## src/design/pfb_queue.sv

```systemverilog
// pfb_queue: short register queue decoupling the front end from the back end
// no dependencies
`timescale 1ns / 1ps

module pfb_queue #(
  parameter int WIDTH = 8,
  parameter int DEPTH = 2
) (
  input  logic             clk,
  input  logic             rst_n,
  input  logic             push,
  input  logic [WIDTH-1:0] push_data,
  input  logic             pop,
  output logic [WIDTH-1:0] pop_data,
  output logic             full,
  output logic             empty
);

  localparam int PTR_W = (DEPTH > 1) ? $clog2(DEPTH) : 1;
  localparam int CNT_W = $clog2(DEPTH + 1);
  localparam logic [PTR_W-1:0] PTR_LAST = PTR_W'(DEPTH - 1);
  localparam logic [CNT_W-1:0] CNT_FULL = CNT_W'(DEPTH);

  logic [WIDTH-1:0] slot_r [DEPTH];
  logic [PTR_W-1:0] wr_ptr_r, wr_ptr_nxt;
  logic [PTR_W-1:0] rd_ptr_r, rd_ptr_nxt;
  logic [CNT_W-1:0] count_r, count_nxt;
  logic             do_push, do_pop;

  assign full     = (count_r == CNT_FULL);
  assign empty    = (count_r == '0);
  assign do_push  = push && !full;
  assign do_pop   = pop && !empty;
  assign pop_data = slot_r[rd_ptr_r];

  // pointer and fill count update
  always_comb begin
    wr_ptr_nxt = wr_ptr_r;
    rd_ptr_nxt = rd_ptr_r;
    count_nxt  = count_r;
    if (do_push) begin
      wr_ptr_nxt = (wr_ptr_r == PTR_LAST) ? '0 : wr_ptr_r + PTR_W'(1);
    end
    if (do_pop) begin
      rd_ptr_nxt = (rd_ptr_r == PTR_LAST) ? '0 : rd_ptr_r + PTR_W'(1);
    end
    if (do_push && !do_pop) begin
      count_nxt = count_r + CNT_W'(1);
    end else if (do_pop && !do_push) begin
      count_nxt = count_r - CNT_W'(1);
    end
  end

  always_ff @(posedge clk) begin
    if (!rst_n) begin
      wr_ptr_r <= '0;
      rd_ptr_r <= '0;
      count_r  <= '0;
    end else begin
      wr_ptr_r <= wr_ptr_nxt;
      rd_ptr_r <= rd_ptr_nxt;
      count_r  <= count_nxt;
    end
  end

  // slot storage
  always_ff @(posedge clk) begin
    if (do_push) begin
      slot_r[wr_ptr_r] <= push_data;
    end
  end

endmodule

```

## config.mk

```make
export PLATFORM = sky130hd
export DESIGN_NAME = pfb_queue
export DESIGN_NICKNAME = d
export VERILOG_FILES = /design/src/design/pfb_queue.sv
export SDC_FILE = /design/constraint.sdc
export NUM_CORES = 1
export LEC_CHECK = 0
export ABC_CLOCK_PERIOD_IN_PS = 2500
export BUFFER_PORTS_ARGS = -buffer_cell sky130_fd_sc_hd__buf_4
export CAP_MARGIN = 40
export CORE_ASPECT_RATIO = 0.8
export CORE_MARGIN = 2
export CORE_UTILIZATION = 30
export CTS_CLUSTER_SIZE = 30
export DETAILED_ROUTE_END_ITERATION = 10
export GPL_TIMING_DRIVEN = 0
export PLACE_DENSITY = 0.49
export SLEW_MARGIN = 5
export SYNTH_ARGS = -nofsm -noshare
export SYNTH_HDL_FRONTEND = slang
export SYNTH_SLANG_ARGS = --single-unit
```

## constraint.sdc

```tcl
create_clock -name clk -period 2.5 [get_ports clk]
set_clock_uncertainty 0.1 [all_clocks]
set_input_delay 0.25 -clock clk [delete_from_list [all_inputs] [get_ports clk]]
set_output_delay 0.25 -clock clk [all_outputs]
set_load 0.005 [all_outputs]
```

==> results.ini, run 1 <==
[route]
first_pass_iters = 2
vias = 452
detail_route.iter0.violations = 2
wl_mm = 1.24
drc = 0
via_per_inst = 4.07
drtAntennaViolNets = 0
post_drt_wl_per_cell_um = 11.2

[timing]
fin_setup_tns_ns = 0
holdWs_ns = 0.0328
finalMaxSlewViolations = 0
layout_worst_path_cycle_share_pct = 68.3
setup_viol = 0
rsz0062_at_grt = no
max_slew_margin_pct = 51.5
fmaxAchievable_ghz = 0.585
tightest_slew_ns = 0.724
period_needed_ns = 1.71
worst_slack_ns = 0.792
hold_viol_final = 0

[layout]
fillers = 247
fin_nets = 89
final_cell_mix = buf_4 (21), edfxtp_1 (16), mux2_2 (8), dfxtp_1 (5)
area_delta_synth_final_pct = 28.4
layout-drive-gt1-share_pct = 48.0
antenna_cells = 0
layout_commonest_cell = buf_4

[power]
power_uw = 952
powerDensity_nw_per_um2 = 915
p_leak_nw = 0.405
vdd_drop_max_mv = 0.410

[placed_design]
place_worst_setup_slack_ns = 0.799
hpwlAfterDp_um = 909
port_buffers = 21
gp_congestion = 0.728

[floorplanning]
initial_core_util_pct = 32.3
num_io_pins = 22
die_w_um = 62.1
design.core.area_um2 = 2500
die-area_um2 = 3130
rows = 16
die_h_um = 50.5

[critical_path]
reg2reg_from = count_r[0]$_SDFFE_PN0P_
crit_type = register to register
start_kind = register
crit_required_ns = 2.63
r2r_slack_ns = 0.79
cp_max_fo = 5
end_kind = register
worstSetupStartpoint = count_r[0]$_SDFFE_PN0P_
cp_data_arrival_time_ns = 1.84

[global_routing]
grt_overflow_total = 0
grt_max_degree = 13
grt_pass1_wl_mm = 1.92
grt_pass1_vias = 457
gr-usage-all-layers_pct = 8.77
grt_antenna_before_repair = 0

[worst_hold_path]
hold_class = primary input to register
min_from = push_data[1]

[run_status]
status = completed

[job]
maxCapViolations = 0

[clock_network]
clk_pin_slew_ns = 0.11
clock-root-buffer = clkbuf_4
cts_tree = built
h-tree-depth = 1
clock-sinks = 21
numCtsBuffers = 3
cts_resized = 0
post_cts_buffers = 0
clock_path_buffers = 2
clock_latency_ns = 0.29
cts_hold_buffers = 0

[synthesis]
syn_avg_cell_area_um2 = 16.2
ys_ff_latch = 21
ys_types = 20
synth_top_area_share_pct = 59.4
synthCells = 50
synth_largest_area_cell = edfxtp_1
yosys_warnings = 0
synthesis.nets = 63
synth_seq_area_share_pct = 71.7
ys_top_cells_by_area = edfxtp_1 (59%), dfxtp_1 (12%), mux2_2 (11%), and2_1 (2.3%), xnor2_1 (2.2%)
syn_area_um2 = 810

-- per-stage QoR --
step           utilization [%]  area, um2  cells
2_1_floorplan                -        810     50
3_3_place_gp              40.5       1010    107
3_5_place_dp              40.5       1010    107
4_1_cts                   41.6       1040    111
5_1_grt                   41.6       1040    111
6_report                  41.6       1040    111
-- routing by layer --
| layer | GRT usage [%] | share of wire, % | up-vias |
|---|---|---|---|
| met2 | 13.7 | 49 | 11 |
| met1 | 10.0 | 43 | 207 |
| met4 | 2.13 | 0 | 0 |
| li1 | - | - | 234 |
| met5 | 0 | 0 | - |
| met3 | 5.41 | 7.5 | 0 |
-- Yosys cell counts --
| cell type | number |
|---|---|
| edfxtp_1 | 16 |
| inv_1 | 1 |
| and3_1 | 1 |
| o21ai_0 | 1 |
| o21ai_1 | 1 |
| buf_2 | 1 |
| o21a_1 | 1 |
| nand2b_1 | 1 |
| xnor2_1 | 2 |
| a21boi_0 | 1 |
| mux2_2 | 8 |
| and2_1 | 3 |
| ha_1 | 1 |
| xor2_1 | 1 |
| nor2_1 | 2 |
| or3_1 | 1 |
| nor3_2 | 1 |
| inv_2 | 1 |
| a21boi_1 | 1 |
| dfxtp_1 | 5 |
-- registers in the layout, indices dropped and copies added, names as in the netlist, named ones only --
name and cells:
rd_ptr_r 1, wr_ptr_r 1, count_r 2, slot_r 16
-- cell families after synthesis --
| family | after synthesis | synth area share, % |
|---|---|---|
| AOI/OAI and AO/OA | 5 | 4.02 |
| xor gates and xnor gates | 3 | 3.25 |
| buffers and inverters | 3 | 1.54 |
| muxes | 8 | 11.1 |
| adders and majority gates | 1 | 1.55 |
| and+or+nand+nor | 9 | 6.80 |
| DFF | 21 | 71.7 |
-- power breakdown --
part,leakage [nW],switching [mW],internal [mW]
combinational,0.196,0.136,0.188
clock,0.0177,0.0937,0.0595
sequential,0.191,0.0287,0.445
-- worst max-delay path, stage by stage (launching register included) --
cell	delay (ns)
dfxtp_1	0.43
nand2b_1	0.19
inv_2	0.06
nor2_1	0.10
ha_1	0.27
or3_1	0.35
a21boi_1	0.14
-- area by class of cell --
cell class | count | area, um2 | share of cell area [%]
buffer | 1 | 5.00 | 0.481
clock buffer | 3 | 22.5 | 2.17
clock inverter | 1 | 5.00 | 0.481
inverter | 2 | 7.51 | 0.722
multi-input combinational | 26 | 216 | 20.8
sequential | 21 | 581 | 55.8
tap | 36 | 45.0 | 4.33
timing repair buffer | 21 | 158 | 15.2
-- final timing paths --
path / end / depth (start not counted)
worst max-delay path: count_r[1]$_SDFFE_PN0P_ / 6
worst min-delay path: slot_r[1][1]$_DFFE_PP_ / 1
worst max register to register: count_r[1]$_SDFFE_PN0P_ / 6
worst min register to register: count_r[1]$_SDFFE_PN0P_ / 2
Note: power is estimated with default switching activity, not from simulation.
==> run 2, diff against run 1 <==
Settings changed: ABC_CLOCK_PERIOD_IN_PS 2500 to 1460, PLACE_DENSITY 0.49 to 0.5.
Clock period 2.5 ns to 1.46 ns, I/O delays scaled along.
==> run 2 against run 1 <==
The flow now finishes with violations (negative setup slack). Combinational power increased to 2.7 times the previous value. Critical path depth unchanged. Global-route usage increased by 1.4 points. First-iteration DRC count increased to 2.5 times the previous value. Clock power increased by 69%. Sequential power increased by 76%. Wire length increased by 10%. Worst hold slack improved by 0.068 ns. Power increased by 110%.
==> results.ini, run 2 (synthesis results as in run 1) <==
[critical_path]
start_kind = register
cp_max_fo = 3  ; -2
crit_required_ns = 1.58  ; -1.05 ns
cp_data_arrival_time_ns = 1.63  ; -0.21 ns
end_kind = register
reg2reg_depth = 6  ; unchanged
crit_type = register to register

[timing]
hold_viol_final = 0  ; unchanged
rsz0062_at_grt = yes
finalMaxSlewViolations = 0  ; unchanged
fin_setup_tns_ns = -0.0478  ; -0.0478 ns
tightest_slew_ns = 0.215  ; -0.509 ns
holdWs_ns = 0.101  ; +0.0679 ns
max_slew_margin_pct = 85.7  ; +34 points
period_needed_ns = 1.51  ; -0.200 ns
layout_worst_path_cycle_share_pct = 103  ; +35 points
worst_slack_ns = -0.0478  ; -0.840 ns
fmaxAchievable_ghz = 0.663  ; +13%
setup_viol = 1  ; +1

[layout]
area_delta_synth_final_pct = 59.2
fillers = 243  ; -1.6%
top_register = slot_r
fin_cells = 124  ; +12%
final_cell_mix = buf_4 (16), edfxtp_1 (16), dlygate4sd3_1 (9), mux2_4 (8), buf_6 (8)
fin_nets = 102  ; +15%
reg.largest.list = slot_r: 16 flops, count_r: 2 flops
layout-drive-gt1-share_pct = 53.4  ; +5.4 points
antenna_cells = 0  ; unchanged
largest_reg_flops = 16  ; unchanged

[floorplanning]
design.core.area_um2 = 2500  ; unchanged
die-area_um2 = 3130  ; unchanged
num_io_pins = 22  ; unchanged
rows = 16  ; unchanged
die_h_um = 50.5  ; unchanged
initial_core_util_pct = 32.3  ; unchanged
die_w_um = 62.1  ; unchanged

[clock_network]
clock-sinks = 21  ; unchanged
clk_pin_slew_ns = 0.10  ; about the same
clock_path_buffers = 2  ; unchanged
h-tree-depth = 1  ; unchanged
clock_latency_ns = 0.29  ; about the same
cts_tree = built
numCtsBuffers = 3  ; unchanged
clock-root-buffer = clkbuf_4

[worst_hold_path]
whs_path_depth = 3  ; +2
hold_class = primary input to register

[power]
p_leak_nw = 0.512  ; +27%
power_mw = 1.96  ; +110%
powerDensity_nw_per_um2 = 1520  ; +66%
vdd_drop_max_mv = 0.953  ; +130%

[run_status]
status = finished with violations
violations = negative setup slack

[route]
via_per_inst = 4.15  ; +1.8%
detail_route.iter0.violations = 5  ; +3
drc = 0  ; unchanged
wl_mm = 1.37  ; +10%
drtAntennaViolNets = 0  ; unchanged
first_pass_iters = 4  ; +2
vias = 514  ; +14%
post_drt_wl_per_cell_um = 11.1  ; -1.1%

[placed_design]
hpwlAfterDp_um = 892  ; -1.9%
dp_cells = 107  ; unchanged
gp_congestion = 0.622  ; -14%
port_buffers = 21  ; unchanged

[global_routing]
grt_max_degree = 12  ; -1
grt_pass1_vias = 487  ; +6.6%
gr-usage-all-layers_pct = 10.1  ; +1.4 points
grt_pass1_wl_mm = 2.22  ; +16%
grt_antenna_before_repair = 0  ; unchanged
grt_overflow_total = 0  ; unchanged

[job]
maxCapViolations = 0  ; unchanged

-- run 2: cell count changes in the layout (fill, tap and decap cells not counted), moves of 2 or more --
| cell | before | now |
|---|---|---|
| dfxtp_1 | 5 | 2 |
| buf_6 | 0 | 8 |
| buf_4 | 21 | 16 |
| mux2_4 | 0 | 8 |
| mux2_2 | 8 | 0 |
| dfxtp_2 | 0 | 2 |
| dlygate4sd3_1 | 0 | 9 |
-- run 2: layout make-up --
cell class / instances / area, um2 / area share (%)
flip-flops and latches: 21 / 587 / 45.5
repair buffers: 34 / 320 / 24.9
multi-input cells: 26 / 285 / 22.1
well taps: 36 / 45.0 / 3.50
clock buffers: 4 / 26.3 / 2.04
plain buffers: 1 / 15.0 / 1.17
inverters: 2 / 10.0 / 0.777
-- run 2: path summary, 6_finish.rpt --
path	slack, ns	from	to
hold / removal	0.10	push	wr_ptr_r$_SDFFE_PN0N_
setup reg to reg	-0.05	count_r[0]$_SDFFE_PN0P_	count_r[1]$_SDFFE_PN0P_
hold reg to reg	0.44	count_r[1]$_SDFFE_PN0P_	count_r[1]$_SDFFE_PN0P_
setup / recovery	-0.05	count_r[0]$_SDFFE_PN0P_	count_r[1]$_SDFFE_PN0P_
-- run 2: where the power goes --
| part | switching, mW | internal [mW] | total (mW) | leakage, nW |
|---|---|---|---|---|
| logic | 0.313 | 0.555 | 0.868 | 0.305 |
| clock network | 0.152 | 0.106 | 0.258 | 0.0150 |
| registers | 0.0607 | 0.774 | 0.834 | 0.192 |
-- run 2: repair_timing --
item | CTS | global route
setup buffers | 3 | 1
hold buffers | 9 | 0
endpoints found under the hold margin | 20 | 0
gates cloned | 0 | 0
endpoints found under the setup margin | 18 | 26
pin swaps | 2 | 4
resized for setup | 26 | 1
-- run 2: layer usage --
layer  track usage (%)  share of wire [%]  wire (um)
met2              14.6                 50        682
met3              4.64                4.9         67
met1              14.0                 44        608
met5                 0                  0          0
met4              2.13                1.1         15
-- run 2: metrics by stage --
step | area (um2) | worst slack (ns) | utilization [%]
3_5_place_dp | 1030 | -0.150 | 41.1
3_3_place_gp | 1030 | -0.160 | 41.1
5_1_grt | 1290 | -0.111 | 51.5
2_1_floorplan | 826 | -0.0192 | -
4_1_cts | 1270 | -0.0535 | 50.6
6_report | 1290 | -0.0478 | 51.5
-- run 2: critical path: stages, from the launching register on --
cell and delay, ns:
dfxtp_4 0.37, nand2b_4 0.13, inv_4 0.04, nor2_4 0.12
ha_4 0.21, or3_1 0.35, a21boi_1 0.12
