`src/design/pfb_pkg.sv`:
```
// pfb_pkg: shared types and constants for the page frame buffer blitter
// no dependencies; imported by the top level, pfb_front and pfb_back
`timescale 1ns / 1ps

package pfb_pkg;

  // default store geometry
  localparam int PFB_PAGES       = 8;
  localparam int PFB_COLUMNS     = 128;

  // depth of the command queue between front and back
  localparam int PFB_QUEUE_DEPTH = 2;

  // fixed widths that follow from the input and config fields
  localparam int PFB_BYTE_W      = 8;
  localparam int PFB_PG_W        = 4;   // store page, up to sixteen pages
  localparam int PFB_COL_W       = 8;   // store column, up to 256 columns
  localparam int PFB_IDX_W       = 2;   // config register index

  // operation codes, same encoding as the mode input
  typedef enum logic [1:0] {
    OP_CLR_ALL  = 2'd0,
    OP_CLR_AREA = 2'd1,
    OP_BLIT     = 2'd2,
    OP_READ     = 2'd3
  } op_t;

  // config register indexes
  typedef enum logic [PFB_IDX_W-1:0] {
    REG_ORIGIN_X     = 2'd0,
    REG_ORIGIN_Y     = 2'd1,
    REG_IMAGE_WIDTH  = 2'd2,
    REG_IMAGE_HEIGHT = 2'd3
  } cfg_reg_t;

  // config register file as seen by the back end
  typedef struct packed {
    logic [6:0] origin_x;
    logic [5:0] origin_y;
    logic [7:0] image_width;
    logic [6:0] image_height;
  } cfg_t;

  // classified command handed from front to back
  typedef struct packed {
    op_t                  op;
    logic                 ok0;    // first target byte inside the store
    logic                 ok1;    // spill byte present and inside the store
    logic [PFB_PG_W-1:0]  page;
    logic [PFB_COL_W-1:0] col;
    logic [PFB_BYTE_W-1:0] data0;
    logic [PFB_BYTE_W-1:0] data1;
  } cmd_t;

endpackage

```
`src/design/pfb_front.sv`:
```
// pfb_front: config registers, input acceptance and command classification
// depends on pfb_pkg
`timescale 1ns / 1ps

module pfb_front #(
  parameter int PAGES   = pfb_pkg::PFB_PAGES,
  parameter int COLUMNS = pfb_pkg::PFB_COLUMNS
) (
  input  logic                          clk,
  input  logic                          rst_n,
  // config write channel
  input  logic                          cfg_valid,
  output logic                          cfg_ready,
  input  logic [pfb_pkg::PFB_IDX_W-1:0] cfg_index,
  input  logic [7:0]                    cfg_data,
  // input channel
  input  logic                          in_valid,
  output logic                          in_stall,
  input  logic [1:0]                    in_mode,
  input  logic [7:0]                    in_image_byte,
  input  logic [2:0]                    in_page,
  input  logic [6:0]                    in_column,
  // towards queue and back end
  input  logic                          init_busy,
  input  logic                          q_full,
  output logic                          q_push,
  output pfb_pkg::cmd_t                 q_data,
  output pfb_pkg::cfg_t                 cfg
);

  import pfb_pkg::*;

  localparam logic [4:0] PAGES_C   = 5'(PAGES);
  localparam logic [8:0] COLUMNS_C = 9'(COLUMNS);

  cfg_t       cfg_r, cfg_nxt;
  logic [2:0] shift;
  logic [4:0] tpage;
  logic [4:0] tpage_hi;
  logic [7:0] tcol;
  logic       tcol_ok;

  // config write, always ready
  assign cfg_ready = 1'b1;

  always_comb begin
    cfg_nxt = cfg_r;
    if (cfg_valid) begin
      unique case (cfg_reg_t'(cfg_index))
        REG_ORIGIN_X:     cfg_nxt.origin_x     = cfg_data[6:0];
        REG_ORIGIN_Y:     cfg_nxt.origin_y     = cfg_data[5:0];
        REG_IMAGE_WIDTH:  cfg_nxt.image_width  = cfg_data;
        REG_IMAGE_HEIGHT: cfg_nxt.image_height = cfg_data[6:0];
        default:          cfg_nxt = cfg_r;
      endcase
    end
  end

  always_ff @(posedge clk) begin
    if (!rst_n) begin
      cfg_r.origin_x     <= 7'd0;
      cfg_r.origin_y     <= 6'd0;
      cfg_r.image_width  <= 8'd128;
      cfg_r.image_height <= 7'd64;
    end else begin
      cfg_r <= cfg_nxt;
    end
  end

  assign cfg = cfg_r;

  // accept while the queue has room and the store is not being initialized
  assign in_stall = q_full || init_busy;
  assign q_push   = in_valid && !in_stall;

  // blit target position
  assign shift    = cfg_r.origin_y[2:0];
  assign tpage    = {2'b00, cfg_r.origin_y[5:3]} + {2'b00, in_page};
  assign tpage_hi = tpage + 5'd1;
  assign tcol     = {1'b0, cfg_r.origin_x} + {1'b0, in_column};
  assign tcol_ok  = {1'b0, tcol} < COLUMNS_C;

  // classify the transaction into a command
  always_comb begin
    q_data       = '0;
    q_data.op    = op_t'(in_mode);
    unique case (op_t'(in_mode))
      OP_BLIT: begin
        q_data.ok0   = (tpage < PAGES_C) && tcol_ok;
        q_data.ok1   = (shift != 3'd0) && (tpage_hi < PAGES_C) && tcol_ok;
        q_data.page  = tpage[PFB_PG_W-1:0];
        q_data.col   = tcol;
        q_data.data0 = in_image_byte << shift;
        q_data.data1 = in_image_byte >> (4'd8 - {1'b0, shift});
      end
      OP_READ: begin
        q_data.ok0  = ({2'b00, in_page} < PAGES_C) && ({2'b00, in_column} < COLUMNS_C);
        q_data.page = {1'b0, in_page};
        q_data.col  = {1'b0, in_column};
      end
      OP_CLR_ALL, OP_CLR_AREA: begin
        q_data.op = op_t'(in_mode);
      end
      default: begin
        q_data = '0;
      end
    endcase
  end

endmodule

```
`config.mk`:
```
export PLATFORM = sky130hd
export DESIGN_NAME = pfb_front
export DESIGN_NICKNAME = d
export VERILOG_FILES = /design/src/design/pfb_pkg.sv /design/src/design/pfb_front.sv
export SDC_FILE = /design/constraint.sdc
export NUM_CORES = 1
export LEC_CHECK = 0
export ABC_AREA = 1
export BUFFER_PORTS_ARGS = -buffer_cell sky130_fd_sc_hd__clkbuf_2
export CORE_ASPECT_RATIO = 2
export CORE_MARGIN = 2
export CORE_UTILIZATION = 29
export DETAILED_ROUTE_END_ITERATION = 16
export HOLD_SLACK_MARGIN = 0.12
export PLACE_DENSITY = 0.67
export SKIP_CTS_REPAIR_TIMING = 1
export SYNTH_ARGS = -nofsm -noshare
export SYNTH_HDL_FRONTEND = slang
export SYNTH_SLANG_ARGS = --single-unit
```
`constraint.sdc`:
```
create_clock -name clk -period 1.6 [get_ports clk]
set_input_delay 0.16 -clock clk [delete_from_list [all_inputs] [get_ports clk]]
set_output_delay 0.16 -clock clk [all_outputs]
set_load 0.1 [all_outputs]
```
==> impl_metrics.csv, run 1 <==
group,metric,value,unit
setup_path,cp.required,1.44,ns
detailed_routing,initialDrtViolationCount,84,
power_and_ir_drop,p_comb_frac,0.531,
timing,worst_pin_slew,0.565,ns
layout,drive_gt1_frac,0.580,
grt,grtUsageTotal,0.160,
timing,hold_viol,0,
power_and_ir_drop,vdd_ir_drop_max,0.000853,V
layout,fin_nets,491,
detailed_routing,wl,6820,um
synth,syn_nets,371,
power_and_ir_drop,p_leak,1.87,nW
layout,area_growth,109,%
synth,yosys-top-cells-area,"dfxtp_1 (28%), nand2_1 (16%), o21ai_0 (7.7%)",
detailed_routing,drc,0,
detailed_routing,dr.pass1.iters,5,
die,die_w,63.1,um
grt,antenna_found_initial,0,
synth,synth_top_cell_by_area,"dfxtp_1",
detailed_routing,vias,2558,
placement,pre_cts_slack,-0.114,ns
clock_network,cts_num_sinks,28,
detailed_routing,routedWlPerCell,12.9,um
placement,place_area,0.00372,mm2
setup_path,rr_startpoint,"cfg[16]$_SDFFE_PN0P_",
hold_path,min_from,"cfg_data[7]",
clock_network,cts_tree,"built",
grt,grt_pass1_vias,2285,
grt,grt_pass1_wl,10300,um
synth,yosysSeqAreaShare,0.277,
placement,gp_congestion,0.865,
setup_path,cp_top_family,"adder cells",
timing,drv_slew,0,
grt,grt_max_degree,23,
die,ios,99,
clock_network,cts_inserted_buffers,3,
placement,dp_hpwl,5120,um
placement,port_buffers,97,
grt,overflow,0,
die,row_count,43,
timing,max_freq,498,MHz
synth,syn_avg_cell_area,6.31,um2
power_and_ir_drop,swShare,0.438,
clock_network,clock_path_buffers,2,
setup_path,end_kind,"output pin",
synth,synthesis.area,0.00202,mm2
power_and_ir_drop,clockPowerShare,0.230,
power_and_ir_drop,internal_power,1.77,mW
die,floorplan.initialDensity,0.296,
layout,largest_reg_flops,28,
synth,yosys_register_bits,28,
setup_path,slowest_delay,0.38,ns
clock_network,cts_root_buf,"clkbuf_16",
job,drv_cap,0,
die,die-area,0.00771,mm2
hold_path,min_to,"cfg[14]$_SDFFE_PN1P_",
power_and_ir_drop,pwr-share-seq,0.239,
setup_path,critPathMaxFanout,3,
setup_path,crit_type,"register to output pin",
run_status,status,"finished with violations",
timing,slew_headroom,0.625,
setup_path,critPathSlowestCell,"fa_2",
timing,post-route-period-util,1.25,
timing,fin_ws,-0.406,ns
setup_path,startpoint_type,"register",
run_status,violations,"negative setup slack",
setup_path,r2r-end,"cfg[16]$_SDFFE_PN0P_",
synth,syn_inst,321,
detailed_routing,viasPerCell,4.83,
power_and_ir_drop,power_density,743,mW/mm2
setup_path,worstRegToRegCells,3,
timing,grt_setup_unrepaired,"true",
timing,setup_viol,26,
synth,synth_top_area_share,0.277,
timing,min_period,2.01,ns
setup_path,cp.arrival,1.85,ns
setup_path,critical_path_buf_inv_count,1,
setup_path,path_cells,"ha_4 -> fa_2 -> nand2_4 -> nand2_4 -> nand3_2 -> nand2_1 -> nand2_1 -> nand3_2 -> nand2_8 -> buf_12",
placement,dp.cells,518,
timing,clock_skew,0,ns
clock_network,clk_pin_slew_worst_paths,0.06,ns
layout,finalNonFillerCells,530,
layout,fin_area,0.00423,mm2
synth,synth_cell_types,30,
setup_path,rrSetupSlack,0.80,ns
die,die_y,122,um
synth,synth_warnings,0,
layout,diodes,0,
clock_network,htreeDepth,1,
hold_path,hold_depth,3,
die,core_area,0.00683,mm2
power_and_ir_drop,power,3.14,mW
detailed_routing,ant_nets,0,
power_and_ir_drop,p_sw,1.38,mW
clock_network,insertion_delay,0.26,ns
hold_path,hp-class,"input port to register",
-- synthesized netlist by cell type --
master and n:
clkinv_1 1, buf_4 4, buf_6 2, or2_1 1, a22o_1 5, o21a_1 1, nand3_1 25, nand3_2 2
buf_2 2, and3_1 1, inv_1 29, clkbuf_1 2, a21boi_0 1, nand2_2 1, nand2_1 86, o21ai_0 31
nor2_2 1, fa_1 2, nor3_2 1, nand3b_1 1, conb_1 1, o21ai_1 6, inv_2 4, a21oi_1 29
ha_1 12, nand4_1 2, dfxtp_1 28, nor2_1 37, or2_2 2, xor2_1 1
-- stage by stage --
stage	setup TNS (ns)	hold WS [ns]	util
after global placement	-0.169	0.359	0.545
after detailed placement	-0.269	0.376	0.545
final	-5.00	0.107	0.619
after global routing	-6.50	0.134	0.619
after floorplan	-6.17	0.273	-
after CTS	-5.25	0.111	0.560
-- power by group through the flow --
stage / Clock (mW) / Combinational [mW] / Sequential, mW
2_1_floorplan: 0 / 0.852 / 1.00
3_3_place_gp: 0 / 1.50 / 0.766
3_5_place_dp: 0 / 1.51 / 0.766
4_1_cts: 0.736 / 1.51 / 0.751
5_1_grt: 0.766 / 1.75 / 0.757
6_report: 0.723 / 1.67 / 0.752
-- layout make-up --
type	instances	area (um2)
multi-input combinational	249	2040
timing repair buffer	125	1220
sequential	28	609
inverter	34	138
clock buffer	3	75.1
tap	90	113
fill	583	2600
clock inverter	1	30.0
-- worst reg2reg max path, stage by stage, from the launching register on --
cell and delay, ns:
dfxtp_4 0.34, inv_2 0.08, buf_4 0.19, a21oi_1 0.08
-- worst max-delay path by stage --
stage                                    start          to  slack (ns)  depth (start not counted)
after global routing      cfg[21]$_SDFFE_PN0P_  q_data[22]       -0.48                         10
after detailed placement  cfg[21]$_SDFFE_PN0P_  q_data[22]       -0.11                         10
final                     cfg[21]$_SDFFE_PN0P_  q_data[22]       -0.41                         10
after CTS                 cfg[21]$_SDFFE_PN0P_  q_data[22]       -0.40                         10
after global placement    cfg[21]$_SDFFE_PN0P_  q_data[22]       -0.10                         10
after floorplan           cfg[16]$_SDFFE_PN0P_   q_data[7]       -0.70                          7
-- cells by family after synthesis --
group,synth area share
compound gates,0.192
other cells,0.00185
simple gates,0.333
xor+xnor,0.00433
flops,0.277
fa+ha+maj,0.0939
buf+inv,0.0976
-- cells in the final DEF, fill, tap and decap left out, drive strengths merged --
cell    instances
nand2          87
clkbuf         70
buf            58
nor2           38
o21ai          37
inv            33
a21oi          29
dfxtp          28
nand3          27
ha             12
a22o            5
or2             3
nand4           2
fa              2
clkinv          1
o21a            1
nand3b          1
a21boi          1
nor3            1
and3            1
xor2            1
conb            1
bufinv          1
-- metal layers --
layer / track usage / wire, um / vias to the layer above
met5: 0 / 0 / -
met4: 0.0403 / 93 / 0
met3: 0.0194 / 317 / 6
met2: 0.285 / 3660 / 84
met1: 0.202 / 2750 / 1179
li1: - / - / 1289
(Power assumes the default switching activity.)
==> run 2, diff against run 1 <==
REMOVE_ABC_BUFFERS = 1   (was unset)
==> impl_metrics.csv, run 2 (synthesis results as in run 1) <==
group,metric,value,unit
run_status,status,"finished with violations",
run_status,violations,"negative setup slack",
grt,grtUsageTotal,0.149,
timing,max_freq,510,MHz
grt,grt_pass1_wl,9650,um
die,die_y,122,um
timing,fin_setup_tns,-5.11,ns
timing,clock_skew,0,ns
job,drv_cap,0,
hold_path,hold_depth,3,
grt,antenna_found_initial,0,
timing,worst_pin_slew,0.567,ns
setup_path,worstRegToRegCells,4,
timing,min_period,1.96,ns
hold_path,min_from,"cfg_data[7]",
power_and_ir_drop,vdd_ir_drop_max,0.000571,V
timing,slew_headroom,0.624,
timing,drv_slew,0,
setup_path,rr_startpoint,"cfg[15]$_SDFFE_PN0P_",
layout,register_area,581,um2
layout,finalNonFillerCells,540,
setup_path,crit_type,"register to output pin",
detailed_routing,wl,7250,um
power_and_ir_drop,power,2.88,mW
placement,place_area,0.00323,mm2
layout,fill_cells,590,
timing,fin_ws,-0.360,ns
die,ios,99,
clock_network,cts_root_buf,"clkbuf_16",
layout,layout_common_cells,"clkbuf_2 (65), nand2_1 (64), buf_4 (31), buf_12 (27)",
setup_path,cp.arrival,1.80,ns
die,floorplan.initialDensity,0.296,
detailed_routing,initialDrtViolationCount,175,
layout,post-route-util,0.575,
timing,setup_viol,26,
die,core_area,0.00683,mm2
setup_path,rrSetupSlack,0.73,ns
clock_network,cts_inserted_buffers,3,
placement,dp_hpwl,4970,um
layout,largest_reg_flops,28,
detailed_routing,drc,0,
timing,grt_setup_unrepaired,"true",
layout,diodes,0,
grt,overflow,0,
placement,dp.cells,527,
clock_network,clock_path_buffers,2,
placement,gp_congestion,0.901,
placement,port_buffers,97,
setup_path,startpoint_type,"register",
timing,hold_viol,0,
clock_network,cts_tree,"built",
setup_path,critPathMaxFanout,2,
grt,grt_max_degree,23,
hold_path,hp-class,"input port to register",
clock_network,htreeDepth,1,
setup_path,cp.required,1.44,ns
hold_path,min_to,"cfg[14]$_SDFFE_PN1P_",
detailed_routing,viasPerCell,4.93,
die,die-area,0.00771,mm2
layout,drive_gt1_frac,0.527,
clock_network,cts_num_sinks,28,
clock_network,insertion_delay,0.25,ns
detailed_routing,vias,2661,
detailed_routing,routedWlPerCell,13.4,um
detailed_routing,dr.pass1.iters,5,
die,die_w,63.1,um
timing,post-route-period-util,1.22,
setup_path,r2r-end,"cfg[15]$_SDFFE_PN0P_",
clock_network,clk_pin_slew_worst_paths,0.06,ns
setup_path,end_kind,"output pin",
layout,fin_area,0.00393,mm2
layout,multi_input_comb_area,0.00170,mm2
grt,grt_pass1_vias,2222,
layout,fin_nets,502,
layout,final_common_cell,"clkbuf_2",
power_and_ir_drop,p_leak,1.82,nW
detailed_routing,ant_nets,0,
die,row_count,43,
power_and_ir_drop,power_density,734,mW/mm2
layout,area_growth,94.0,%
[run 2: cell count changes in the layout (fill, tap and decap cells not counted), moves of 5 or more]
cell / previous run / this run
nand2_1: 58 / 64
dfxtp_2: 0 / 7
dfxtp_4: 13 / 3
nand3_1: 10 / 17
o21ai_2: 2 / 10
nand2_4: 7 / 2
o21ai_4: 12 / 2
nor2_4: 12 / 7
buf_4: 20 / 31
a22o_1: 0 / 5
buf_12: 33 / 27
[run 2: worst max-delay path, stage by stage (launching register included)]
cell	delay (ns)
dfxtp_2	0.33
ha_4	0.16
fa_2	0.35
xor2_2	0.16
nand3_1	0.07
nand3_1	0.10
nor2_2	0.18
buf_12	0.19
[run 2: layout make-up]
| class | instances | share of cell area |
|---|---|---|
| tap | 90 | 0.0287 |
| timing repair buffer | 136 | 0.336 |
| clock buffer | 3 | 0.0191 |
| sequential | 28 | 0.148 |
| inverter | 34 | 0.0357 |
| multi-input combinational | 249 | 0.432 |
[run 2: power breakdown]
part           switching [mW]  internal (mW)  total [mW]
clock network           0.209          0.331       0.540
registers              0.0270          0.730       0.757
logic                    1.07          0.516        1.58
[run 2: how the worst max path moves through the flow]
stage	from	endpoint	slack, ns
4_1_cts	cfg[21]$_SDFFE_PN0P_	q_data[22]	-0.49
2_1_floorplan	cfg[15]$_SDFFE_PN0P_	q_data[2]	-2.76
6_report	cfg[18]$_SDFFE_PN0P_	q_data[28]	-0.36
3_5_place_dp	cfg[21]$_SDFFE_PN0P_	q_data[22]	-0.21
5_1_grt	cfg[21]$_SDFFE_PN0P_	q_data[22]	-0.43
3_3_place_gp	cfg[21]$_SDFFE_PN0P_	q_data[22]	-0.17
[run 2: per-layer routing]
| layer | global-route usage | part of all wire | up-vias | wire length, um |
|---|---|---|---|---|
| met3 | 0.0286 | 0.076 | 4 | 550 |
| met4 | 0.0292 | 0.0057 | 0 | 41 |
| met2 | 0.253 | 0.51 | 125 | 3680 |
| met5 | 0 | 0 | - | 0 |
| met1 | 0.197 | 0.41 | 1216 | 2980 |
| li1 | - | - | 1316 | - |
[run 2: stage by stage]
stage / setup WS (ns) / hold slack, ns
after global routing: -0.430 / 0.129
final: -0.360 / 0.107
after floorplan: -2.76 / 0.244
after global placement: -0.172 / 0.370
after CTS: -0.490 / 0.109
after detailed placement: -0.208 / 0.374
==> run 3, diff against run 2 <==
PLACE_DENSITY = 0.65   (was 0.67)
clock period = 2.3 ns   (was 1.6 ns; I/O delays follow)
==> impl_metrics.csv, run 3 (synthesis results as in run 1) <==
group,metric,value,unit
run_status,status,"complete, no violations",
grt,top_usage_layer,"met2",
clock_network,htreeDepth,1,
job,drv_cap,0,
hold_path,min_to,"cfg[14]$_SDFFE_PN1P_",
layout,layout_common_cells,"nand2_1 (86), clkbuf_2 (82), nor2_1 (34), o21ai_0 (31)",
setup_path,startpoint_type,"register",
grt,grtUsageTotal,0.140,
power_and_ir_drop,p_leak,1.48,nW
grt,overflow,0,
placement,dp_hpwl,4540,um
detailed_routing,drc,0,
clock_network,cts_root_buf,"clkbuf_16",
die,die_w,63.1,um
layout,diodes,0,
layout,fill_cells,756,
clock_network,clk_pin_slew_worst_paths,0.07,ns
grt,use_met1,0.196,
detailed_routing,routedWlPerCell,10.8,um
timing,slew_headroom,0.629,
setup_path,cp_common_cell,"nand2_1",
setup_path,end_kind,"output pin",
placement,gp_congestion,0.882,
clock_network,cts_inserted_buffers,3,
timing,drv_slew,0,
power_and_ir_drop,vdd_ir_drop_max,0.000446,V
layout,largest_reg_flops,28,
die,ios,99,
clock_network,clock_path_buffers,2,
detailed_routing,ant_nets,0,
setup_path,rrSetupSlack,1.53,ns
power_and_ir_drop,power_density,641,mW/mm2
die,die-area,0.00771,mm2
hold_path,min_from,"cfg_data[7]",
die,floorplan.initialDensity,0.296,
die,row_count,43,
detailed_routing,dr.pass1.iters,4,
die,core_area,0.00683,mm2
detailed_routing,viasPerCell,4.57,
detailed_routing,initialDrtViolationCount,112,
timing,min_period,2.19,ns
grt,globalRouteMet3Util,0.0148,
timing,worst_pin_slew,0.558,ns
placement,dp.cells,501,
timing,setup_viol,0,
timing,hold_viol,0,
setup_path,cp.arrival,1.96,ns
timing,post-route-period-util,0.951,
setup_path,path_cells,"ha_1 -> nand2_1 -> nand3_1 -> nand2_1 -> a21oi_1 -> clkbuf_2",
timing,grt_setup_unrepaired,"true",
grt,grt_max_degree,23,
setup_path,rr_startpoint,"cfg[15]$_SDFFE_PN0P_",
setup_path,critPathMaxFanout,5,
hold_path,hold_depth,3,
grt,grt_pass1_vias,2006,
die,die_y,122,um
clock_network,cts_tree,"built",
grt,antenna_found_initial,0,
setup_path,worstRegToRegCells,3,
layout,area_growth,42.5,%
setup_path,cp.required,2.07,ns
detailed_routing,wl,5460,um
layout,drive_gt1_frac,0.292,
grt,grt_pass1_wl,9090,um
setup_path,critPathSlowestCell,"clkbuf_2",
grt,groute.layer.met2.usage,0.234,
power_and_ir_drop,power,1.85,mW
setup_path,r2r-end,"cfg[15]$_SDFFE_PN0P_",
timing,max_freq,457,MHz
setup_path,crit_type,"register to output pin",
clock_network,cts_num_sinks,28,
layout,finalNonFillerCells,505,
detailed_routing,vias,2310,
hold_path,hp-class,"input port to register",
layout,fin_nets,466,
layout,final_common_cell,"nand2_1",
timing,clock_skew,0,ns
clock_network,insertion_delay,0.26,ns
placement,port_buffers,97,
setup_path,slowest_delay,0.48,ns
==> run 3: cell types whose count changed in the layout (fill, tap and decap cells not counted), moves of 10 or more <==
cell,before,now
clkbuf_2,65,82
nand2_2,21,1
nand2_1,64,86
o21ai_2,10,0
o21ai_0,20,31
buf_12,27,11
buf_4,31,6
==> run 3: worst max-delay path by stage <==
| stage | startpoint | endpoint | slack [ns] |
|---|---|---|---|
| after floorplan | cfg[15]$_SDFFE_PN0P_ | q_data[2] | -2.13 |
| after global placement | cfg[16]$_SDFFE_PN0P_ | q_data[0] | 0.30 |
| after detailed placement | cfg[16]$_SDFFE_PN0P_ | q_data[0] | 0.24 |
| after CTS | cfg[16]$_SDFFE_PN0P_ | q_data[0] | -0.05 |
| after global routing | cfg[16]$_SDFFE_PN0P_ | q_data[0] | -0.01 |
| final | cfg[23]$_SDFFE_PN0P_ | q_data[23] | 0.11 |
==> run 3: worst max-delay path: cells and delay by family (launching register included) <==
family	cells	cell delay [ns]
flops	1	0.33
buf+inv	1	0.48
compound gates	1	0.20
fa+ha+maj	1	0.35
simple gates	3	0.33
==> run 3: routing by layer <==
| metal | share of wire | vias to the layer above |
|---|---|---|
| met3 | 0.061 | 2 |
| met2 | 0.44 | 79 |
| met1 | 0.50 | 988 |
| met5 | 0 | - |
| li1 | - | 1241 |
| met4 | 0.0022 | 0 |
==> run 3: area by class of cell <==
| type | instances | area [um2] | share of cell area |
|---|---|---|---|
| Clock inverter | 1 | 30.0 | 0.0104 |
| Timing Repair Buffer | 100 | 683 | 0.237 |
| Sequential cell | 28 | 562 | 0.195 |
| Clock buffer | 3 | 75.1 | 0.0260 |
| Tap cell | 90 | 113 | 0.0390 |
| Inverter | 34 | 128 | 0.0442 |
| Multi-Input combinational cell | 249 | 1290 | 0.449 |
==> run 3: metrics by stage <==
| step | area, um2 | util | TNS [ns] | worst slack, ns | hold slack [ns] |
|---|---|---|---|---|---|
| final | 2890 | 0.422 | 0 | 0.113 | 0.169 |
| after global routing | 2890 | 0.422 | -0.0132 | -0.0132 | 0.194 |
| after CTS | 2850 | 0.418 | -0.146 | -0.0497 | 0.174 |
| after detailed placement | 2750 | 0.402 | 0 | 0.244 | 0.439 |
| after global placement | 2750 | 0.402 | 0 | 0.303 | 0.433 |
| after floorplan | 1950 | - | -28.19 | -2.13 | 0.314 |
==> run 3: power by group <==
group          total, mW  internal [mW]  switching [mW]
Clock              0.506          0.346           0.160
Combinational      0.816          0.181           0.636
Sequential         0.527          0.508          0.0184
